File: src/design/tsif_pkg.sv
// Shared types and constants for the thresholded spectral inverse filter.
package tsif_pkg;

   localparam int unsigned CsrIndexWidth = 8;
   localparam logic [CsrIndexWidth-1:0] CsrOtfNorm       = 8'd0;
   localparam logic [CsrIndexWidth-1:0] CsrBandThreshold = 8'd1;
   localparam logic [31:0] OtfNormReset       = 32'h0001_0000;
   localparam logic [31:0] BandThresholdReset = 32'h0000_0000;
   localparam int unsigned QuotBits = 32;

   // Payload travelling through the divider stages.
   typedef struct packed {
      logic [63:0] denom;
      logic [63:0] rem_re;
      logic [63:0] rem_im;
      logic [31:0] low_re;
      logic [31:0] low_im;
      logic [31:0] quot_re;
      logic [31:0] quot_im;
      logic        big_re;
      logic        big_im;
      logic        neg_re;
      logic        neg_im;
      logic        in_band;
      logic        last;
   } div_type;

endpackage

File: src/design/tsif_div_stage.sv
// One restoring division step for both result parts.
module tsif_div_stage
   import tsif_pkg::*;
(
   input  logic    clock,
   input  logic    reset,
   input  logic    en,
   input  logic    in_valid,
   input  div_type in_data,
   output logic    out_valid,
   output div_type out_data
);
   logic    valid_ff;
   div_type data_ff;
   div_type data_in;
   logic [64:0] trial_re, trial_im;
   logic        take_re, take_im;

   always_comb begin
      trial_re = {in_data.rem_re, in_data.low_re[31]};
      trial_im = {in_data.rem_im, in_data.low_im[31]};
      take_re  = trial_re >= {1'b0, in_data.denom};
      take_im  = trial_im >= {1'b0, in_data.denom};
      data_in  = in_data;
      data_in.rem_re  = take_re ? 64'(trial_re - {1'b0, in_data.denom}) : trial_re[63:0];
      data_in.rem_im  = take_im ? 64'(trial_im - {1'b0, in_data.denom}) : trial_im[63:0];
      data_in.low_re  = {in_data.low_re[30:0], 1'b0};
      data_in.low_im  = {in_data.low_im[30:0], 1'b0};
      data_in.quot_re = {in_data.quot_re[30:0], take_re};
      data_in.quot_im = {in_data.quot_im[30:0], take_im};
   end

   always_ff @(posedge clock) begin
      if (reset) begin
         valid_ff <= 1'b0;
      end else if (en) begin
         valid_ff <= in_valid;
      end
   end

   always_ff @(posedge clock) begin
      if (en) begin
         data_ff <= data_in;
      end
   end

   assign out_valid = valid_ff;
   assign out_data  = data_ff;
endmodule

File: config.mk
export PLATFORM = sky130hd
export DESIGN_NAME = tsif_div_stage
export DESIGN_NICKNAME = d
export VERILOG_FILES = /design/src/design/tsif_pkg.sv /design/src/design/tsif_div_stage.sv
export SDC_FILE = /design/constraint.sdc
export NUM_CORES = 1
export LEC_CHECK = 0
export ABC_AREA = 1
export BUFFER_PORTS_ARGS = -buffer_cell sky130_fd_sc_hd__buf_2
export CAP_MARGIN = 5
export CELL_PAD_IN_SITES_DETAIL_PLACEMENT = 1
export CELL_PAD_IN_SITES_GLOBAL_PLACEMENT = 1
export CORE_AREA = 4 4 253 255
export CTS_BUF_LIST = sky130_fd_sc_hd__clkbuf_4 sky130_fd_sc_hd__clkbuf_8
export DETAILED_ROUTE_END_ITERATION = 10
export DIE_AREA = 0 0 257 259
export GPL_TIMING_DRIVEN = 1
export PLACE_DENSITY = 0.85
export RECOVER_POWER = 50
export SYNTH_ARGS = -nofsm -noshare
export SYNTH_HDL_FRONTEND = slang
export SYNTH_SLANG_ARGS = --single-unit
File: constraint.sdc
create_clock -name clock -period 4.9 [get_ports clock]
set_clock_uncertainty 0.15 [all_clocks]
set_input_delay 0.245 -clock clock [delete_from_list [all_inputs] [get_ports clock]]
set_output_delay 0.245 -clock clock [all_outputs]
set_load 0.005 [all_outputs]
* After elaboration in Yosys (flattened, before gate mapping) *
Cells that the tools add are included.

word-level totals
  flip-flop bits (word level) = 325
  bits of input ports = 330
  logic and storage cells = 20

operators by class
  $add $sub $neg = 2
  magnitude comparators = 2
  multiplexer cells = 2

operators with widths
  cell              number
  $ge A65 B64 Y1    2
  $mux W64          2
  $sub A64 B64 Y64  2

* Logic depth before layout (Yosys ltp) *
Gate-level depths: netlist (run 1).

  depth after elaboration = 2
  gate-level depth with buffers = 19

* Worst setup path before layout (run 1) *
Ideal clock, no wire load.

  kind = input -> register
  start = input in_data[269] in the netlist's numbering
  end = register data_ff (netlist bit out_data[201]), data pin
  library setup time = 0.253 ns
  arrival = 1.841 ns
  data required time = 4.497 ns
  slack = 2.657 ns
  stages on the path = 18
  buffers on the path = 2
  cell sequence = inv_1 > ha_1 > nand2_1 > inv_1 > nand2_1 > nand2_1 > inv_1 > nand3_1 > nand2_1 > nand2_2 > nand2_1 > nand2_1 > nand2_4 > nand2_4 > buf_6 > buf_6 > nand2_1 > nand2_1

RTL lines
  element               RTL line              source
  start, declared       tsif_div_stage.sv:9   input div_type in_data,
  end signal, assigned  tsif_div_stage.sv:43  data_ff <= data_in;
  end, declared         tsif_div_stage.sv:14  div_type data_ff;

==> flow_metrics.py, run 1 <==
metrics = {
    "outcome": {
        "outcome": "completed",
    },
    "route": {
        "wl_per_cell_microns": 24.5,
        "route.detailed.drc": 0,
        "vias": 27500,
        "postRouteWirelength_microns": 130000,
        "via_per_inst": 5.19,
        "ant_nets": 0,
        "drt_first_iter_violations": 2358,
        "drtPass1Iterations": 5,
    },
    "clocking": {
        "root_buffer": "clkbuf_8",
        "ctsResizeCount": 0,
        "cts.path.max_buffers": 3,
        "cts_setup_buffers": 0,
        "h-tree-depth": 2,
        "worstSkewPairLatency_ps": 670,
        "numCtsBuffers": 59,
        "cts_tree": "yes",
        "postCtsHoldBufs": 325,
        "cts.clk_slew.worst_paths_ps": 70,
        "clock-sinks": 325,
    },
    "floorplan": {
        "die_h_microns": 259,
        "die_w_microns": 257,
        "dieArea_sq_um": 66600,
        "core-area_sq_um": 61600,
        "ioPinCount": 657,
        "start_util": 0.385,
        "num_rows": 91,
    },
    "synthesis": {
        "netlist_instances": 3385,
        "yosys.cell_count.top_type": "nand2_1",
        "ys_seq_elements": 325,
        "netlist_top_cells_area": "edfxtp_1 (41%), nand2_1 (22%), inv_1 (11%), ha_1 (6.8%), nand3_1 (5.9%)",
        "synth_top_area_share": 0.410,
        "synth_largest_area_cell": "edfxtp_1",
        "synthArstFlopShare": 0,
        "synth_cell_types": 39,
        "ys_seq_area_frac": 0.411,
        "synth_area_per_cell_sq_um": 7.00,
        "ys.flop_type": "edfxtp_1",
        "yosysWarnings": 0,
        "synth-edff-count": 324,
        "synth_area_sq_um": 23700,
        "synthTopCellsByCount": "nand2_1 (1,369), inv_1 (706), edfxtp_1 (324), nand3_1 (280), nor2_1 (222)",
    },
    "critical_path": {
        "ff2ff_path_depth": 3,
        "endpoint_kind": "flop",
        "r2r-start": "out_valid",
        "critPathKind": "input port to flop",
        "r2r_slack_ps": 3530,
        "critPathMaxFanout": 45,
        "crit_buf_inv": 4,
        "cpPeakStageDelay_ps": 550,
        "worstReg2RegEnd": "out_valid",
        "path_cells": "dlygate4sd3_1, clkbuf_1, inv_1, ha_1, nand2_1, nor2_1, nand3_1, nand3_2, nand2_1, nand2_2, nand2_1, nand2_2, nand2_2, nand2_4, buf_4, nand2_1, o21ai_0",
        "cpMostUsedCell": "nand2_1",
        "start_kind": "input port",
        "critPathArrivalTime_ps": 4310,
        "crit_family": "simple AND/OR/NAND/NOR gates",
        "required_ps": 5150,
        "slowest_stage": "dlygate4sd3_1",
    },
    "sta": {
        "slew_headroom": 0.431,
        "finalCriticalPeriod_ps": 4060,
        "setup_violations": 0,
        "max_freq_mhz": 246,
        "final-hold-violation-count": 0,
        "worst_pin_slew_ps": 854,
        "setup_tns_ps": 0,
        "fin_crit_sh": 0.828,
        "drv_slew": 0,
        "rsz0062_at_grt": "false",
    },
    "worst_hold_path": {
        "hold_path.class": "input port to flop",
        "hold_path_end": "out_data[305]",
        "min_path_cells": 2,
        "min_from": "in_data[305]",
    },
    "placement": {
        "dp_cells": 4844,
        "portBuffers": 652,
        "gp_congestion": 1.03,
        "dp_hpwl_microns": 94100,
    },
    "layout": {
        "fillCellCount": 8221,
        "fin_cells": 5294,
        "syn_to_final_growth_pct": 35.4,
        "drive_gt1_frac": 0.113,
        "layout.nets": 4853,
    },
    "global_routing": {
        "grt_pass1_vias": 28500,
        "grt_start_max_net_pins": 138,
        "antenna_found_initial": 25,
        "grt_pass1_wl_microns": 185000,
        "grt.overflow.total": 0,
        "grtUsageTotal": 0.373,
    },
    "flow_run": {
        "cap_violations": 0,
    },
    "pwr": {
        "p_per_area_nw_per_um2": 293,
        "power_leakage_nw": 16.7,
        "vdd_drop_max_v": 0.000192,
    },
}
-- worst register-to-register path, delay by kind of cell (launching register included) --
kind                   cells  cell delay (ps)
DFF                        1              320
muxes                      1              160
buffers and inverters      1              570
and+or+nand+nor            1               50
-- kinds of logic (layout without fill, tap and decap cells) --
| family | Yosys count | after routing | synth area share |
|---|---|---|---|
| XOR/XNOR | 62 | 62 | 0.0229 |
| AO/OA/AOI/OAI | 111 | 111 | 0.0240 |
| flip-flops | 325 | 325 | 0.411 |
| other | 1 | 18 | 0.000158 |
| multiplexers | 1 | 1 | 0.000422 |
| adder cells (fa/ha/maj) | 130 | 130 | 0.0693 |
| buffers and inverters | 756 | 1811 | 0.123 |
| AND/OR/NAND/NOR | 1999 | 1999 | 0.349 |
-- metrics by stage --
stage               hold WS (ps)  utilization  total power [mW]  setup WS, ps  instance area [sq um]
floorplan                    167            -              4.89          2660                  23700
global placement             256        0.453              6.02          1500                  27900
detailed placement           267        0.453              6.10          1380                  27900
CTS                         65.0        0.526              9.17          1530                  32400
global route                99.1        0.521              9.78           769                  32100
finish                       126        0.521              9.40           842                  32100
-- how the worst max path moves through the flow --
stage	startpoint	endpoint	slack (ps)	depth (start not counted)
final	in_data[269]	out_data[135]	840	17
after global routing	in_data[297]	out_data[135]	770	17
after CTS	in_data[297]	out_data[134]	1530	16
after detailed placement	in_data[297]	out_data[134]	1380	15
after global placement	in_data[297]	out_data[135]	1500	15
after floorplan	in_data[269]	out_data[201]	2660	18
-- layer usage --
layer,global-route usage,part of all wire
met5,0,0.00066
met4,0.239,0.075
met3,0.0777,0.075
met2,0.641,0.48
met1,0.422,0.37
-- flip-flops by register name (all words and copies together), names as in the netlist --
| name | flops |
|---|---|
| out_valid | 1 |
| out_data | 324 |
-- report_power, final --
group          total (mW)  leakage (nW)  internal [mW]  switching [mW]
Clock                2.98         0.658           1.56            1.42
Sequential           3.59          3.18           3.44           0.146
Combinational        2.83          12.8          0.946            1.89
Total                9.40          16.7           5.95            3.45
-- layout make-up --
type	count	area, sq um	area share
clock buffers	79	1010	0.0315
repair buffers	987	6260	0.195
multi-input cells	2305	11000	0.344
clock inverters	30	262	0.00815
inverters	715	2680	0.0836
flip-flops and latches	325	9750	0.304
diodes	16	40.0	0.00125
well taps	837	1050	0.0326
-- layout by cell type, fill, tap and decap left out, types with 5 or more instances in the layout --
cell type	n
nand2_1	1369
inv_1	706
buf_2	343
dlygate4sd3_1	325
edfxtp_1	324
clkbuf_1	305
nand3_1	280
nor2_1	222
ha_1	128
a21oi_1	89
clkbuf_8	67
xor2_1	60
nand3b_1	32
nor3_1	17
diode_2	16
o21ai_0	16
nor2_2	15
nand4_1	15
clkinv_1	15
nand2_2	14
clkbuf_4	12
nor4_1	11
inv_2	9
buf_4	7
and3_1	6
nor2_4	5
clkinv_2	5
No activity file was read; power rests on OpenSTA's default activity.
==> run 2, diff against run 1 <==
--- a/config.mk
+++ b/config.mk
@@ -10,12 +10,13 @@
 export CAP_MARGIN = 5
 export CELL_PAD_IN_SITES_DETAIL_PLACEMENT = 1
 export CELL_PAD_IN_SITES_GLOBAL_PLACEMENT = 1
-export CORE_AREA = 4 4 253 255
+export CORE_ASPECT_RATIO = 1.2
+export CORE_MARGIN = 4
+export CORE_UTILIZATION = 35
 export CTS_BUF_LIST = sky130_fd_sc_hd__clkbuf_4 sky130_fd_sc_hd__clkbuf_8
 export DETAILED_ROUTE_END_ITERATION = 10
-export DIE_AREA = 0 0 257 259
 export GPL_TIMING_DRIVEN = 1
-export PLACE_DENSITY = 0.85
+export PLACE_DENSITY = 0.82
 export RECOVER_POWER = 50
 export SYNTH_ARGS = -nofsm -noshare
 export SYNTH_HDL_FRONTEND = slang
==> constraint.sdc (replaced) <==
create_clock -name clock -period 3.64 [get_ports clock]
set_clock_uncertainty 0.15 [all_clocks]
set_input_delay 0.182 -clock clock [delete_from_list [all_inputs] [get_ports clock]]
set_output_delay 0.182 -clock clock [all_outputs]
set_load 0.005 [all_outputs]
==> run 2 against run 1 <==
Against the previous run:
- die area grew 8.1%
- worst hold slack lost 75 ps
- non-clock buffer count grew 28
- count of clock-buffer cells in the layout shrank 6
- power grew 34%
- cell count grew 1.7%
- wire length grew 5.7%
- critical path type unchanged
- largest power group unchanged
- the run now ends with capacitance limit, slew limit left
==> flow_metrics.py, run 2 (synthesis results as in run 1) <==
metrics = {
    "clocking": {
        "ctsResizeCount": 0,
        "clock-sinks": 325,
        "worstSkewPairLatency_ps": 690,
        "cts_tree": "yes",
        "root_buffer": "clkbuf_8",
        "numCtsBuffers": 58,
        "cts.clk_slew.worst_paths_ps": 80,
        "cts_setup_buffers": 0,
        "cts.path.max_buffers": 3,
        "h-tree-depth": 2,
    },
    "critical_path": {
        "required_ps": 3960,
        "critPathMaxFanout": 32,
        "worstReg2RegEnd": "out_valid",
        "endpoint_kind": "flop",
        "r2r_slack_ps": 2290,
        "r2r-start": "out_valid",
        "critPathArrivalTime_ps": 3750,
        "ff2ff_path_depth": 3,
        "start_kind": "input port",
        "critPathKind": "input port to flop",
    },
    "worst_hold_path": {
        "hold_path_end": "out_data[71]",
        "min_path_cells": 2,
        "hold_path.class": "input port to flop",
        "min_from": "in_data[70]",
    },
    "pwr": {
        "vdd_drop_max_v": 0.000311,
        "p_comb_frac": 0.313,
        "p_per_area_nw_per_um2": 387,
        "p_sw_mw": 4.66,
        "pwr-share-seq": 0.383,
        "clock_power_share": 0.303,
        "swShare": 0.370,
        "intPower_mw": 7.94,
        "power_leakage_nw": 17.2,
    },
    "layout": {
        "final_cell_mix": "nand2_1 (1,369), inv_1 (706), buf_2 (499)",
        "syn_to_final_growth_pct": 37.3,
        "layout_commonest_cell": "nand2_1",
        "fillCellCount": 8868,
        "postLayoutCoreUtil": 0.485,
        "drive_gt1_frac": 0.153,
        "layout.nets": 4881,
        "fin_area_sq_um": 32500,
        "largest_reg_flops": 324,
    },
    "outcome": {
        "outcome": "finished, violations left",
        "violations": "capacitance limit, slew limit",
    },
    "route": {
        "route.detailed.drc": 0,
        "via_per_inst": 5.03,
        "wl_met1_microns": 50000,
        "drt_first_iter_violations": 1947,
        "highest_layer": "met5",
        "wl_per_cell_microns": 25.4,
        "postRouteWirelength_microns": 137000,
        "ant_nets": 0,
        "vias": 27100,
        "drtPass1Iterations": 5,
        "wl_met3_microns": 9260,
        "wl_met2_microns": 63300,
    },
    "placement": {
        "gp_congestion": 0.997,
        "portBuffers": 652,
        "dp_hpwl_microns": 105000,
        "dpl_cell_area_sq_um": 28300,
        "dpl_worst_slack_ps": 115,
    },
    "flow_run": {
        "cap_violations": 1,
    },
    "global_routing": {
        "grt_pass1_wl_microns": 192000,
        "grtUsageTotal": 0.365,
        "grt_pass1_vias": 28100,
        "antenna_found_initial": 19,
        "grt_start_max_net_pins": 90,
        "grt.overflow.total": 0,
    },
    "floorplan": {
        "die_h_microns": 293,
        "dieArea_sq_um": 72000,
        "ioPinCount": 657,
        "start_util": 0.353,
        "die_w_microns": 246,
        "core-area_sq_um": 67100,
        "num_rows": 104,
    },
    "sta": {
        "rsz0062_at_grt": "false",
        "slew_headroom": -0.678,
        "setup_ws_ps": 213,
        "setup_violations": 0,
        "finalCriticalPeriod_ps": 3430,
        "setup_tns_ps": 0,
        "fin_crit_sh": 0.941,
        "worst_pin_slew_ps": 2520,
        "drv_slew": 88,
        "max_freq_mhz": 292,
        "final-hold-violation-count": 0,
    },
}
-- run 2: repair_timing --
item	CTS	global route
hold endpoints to repair	404	0
hold buffers	325	0
setup endpoints to repair	0	3
-- run 2: critical path, cell delays in order --
cell	delay (ps)
dlygate4sd3_1	580
clkbuf_1	260
inv_1	240
ha_1	420
nand2_1	130
nor2_1	210
nand2_1	150
nor2_1	240
nand2_1	100
o21ai_2	260
nor2_4	190
nand2_4	230
buf_12	250
nand2_1	130
o21ai_0	170
-- run 2: metal layers --
metal  up-vias  GRT usage
met4        10      0.302
met3       425     0.0691
met2      1301      0.610
met5         -          0
li1      12600          -
met1     12800      0.402
-- run 2: final cells by class --
cell class	instances	area, sq um	share of cell area
multi-input cells	2306	11000	0.339
repair buffers	1015	6700	0.206
flip-flops and latches	325	9750	0.300
well taps	901	1130	0.0347
diodes	19	47.5	0.00146
clock buffers	73	917	0.0282
inverters	715	2680	0.0825
clock inverters	31	263	0.00808
-- run 2: power by group through the flow --
stage          clock [mW]  sequential, mW  combinational (mW)
5_1_grt              4.03            4.85                4.24
2_1_floorplan           0            4.86                1.72
3_3_place_gp            0            4.84                3.46
6_report             3.82            4.83                3.95
4_1_cts              3.74            4.78                3.85
3_5_place_dp            0            4.85                3.53
-- run 2: stage by stage --
step	instances	hold slack (ps)	power (mW)
after floorplan	3386	104	6.58
after global placement	4936	199	8.30
after detailed placement	4936	193	8.38
after CTS	5365	3.14	12.4
after global routing	5376	37.4	13.1
final	5385	50.3	12.6
-- run 2: how the worst max path moves through the flow --
stage                     to  cells past startpoint          from
3_5_place_dp   out_data[260]                     18  in_data[302]
3_3_place_gp   out_data[212]                     17  in_data[302]
6_report       out_data[198]                     15  in_data[282]
2_1_floorplan  out_data[201]                     18  in_data[269]
4_1_cts        out_data[260]                     19  in_data[302]
5_1_grt        out_data[244]                      3            en
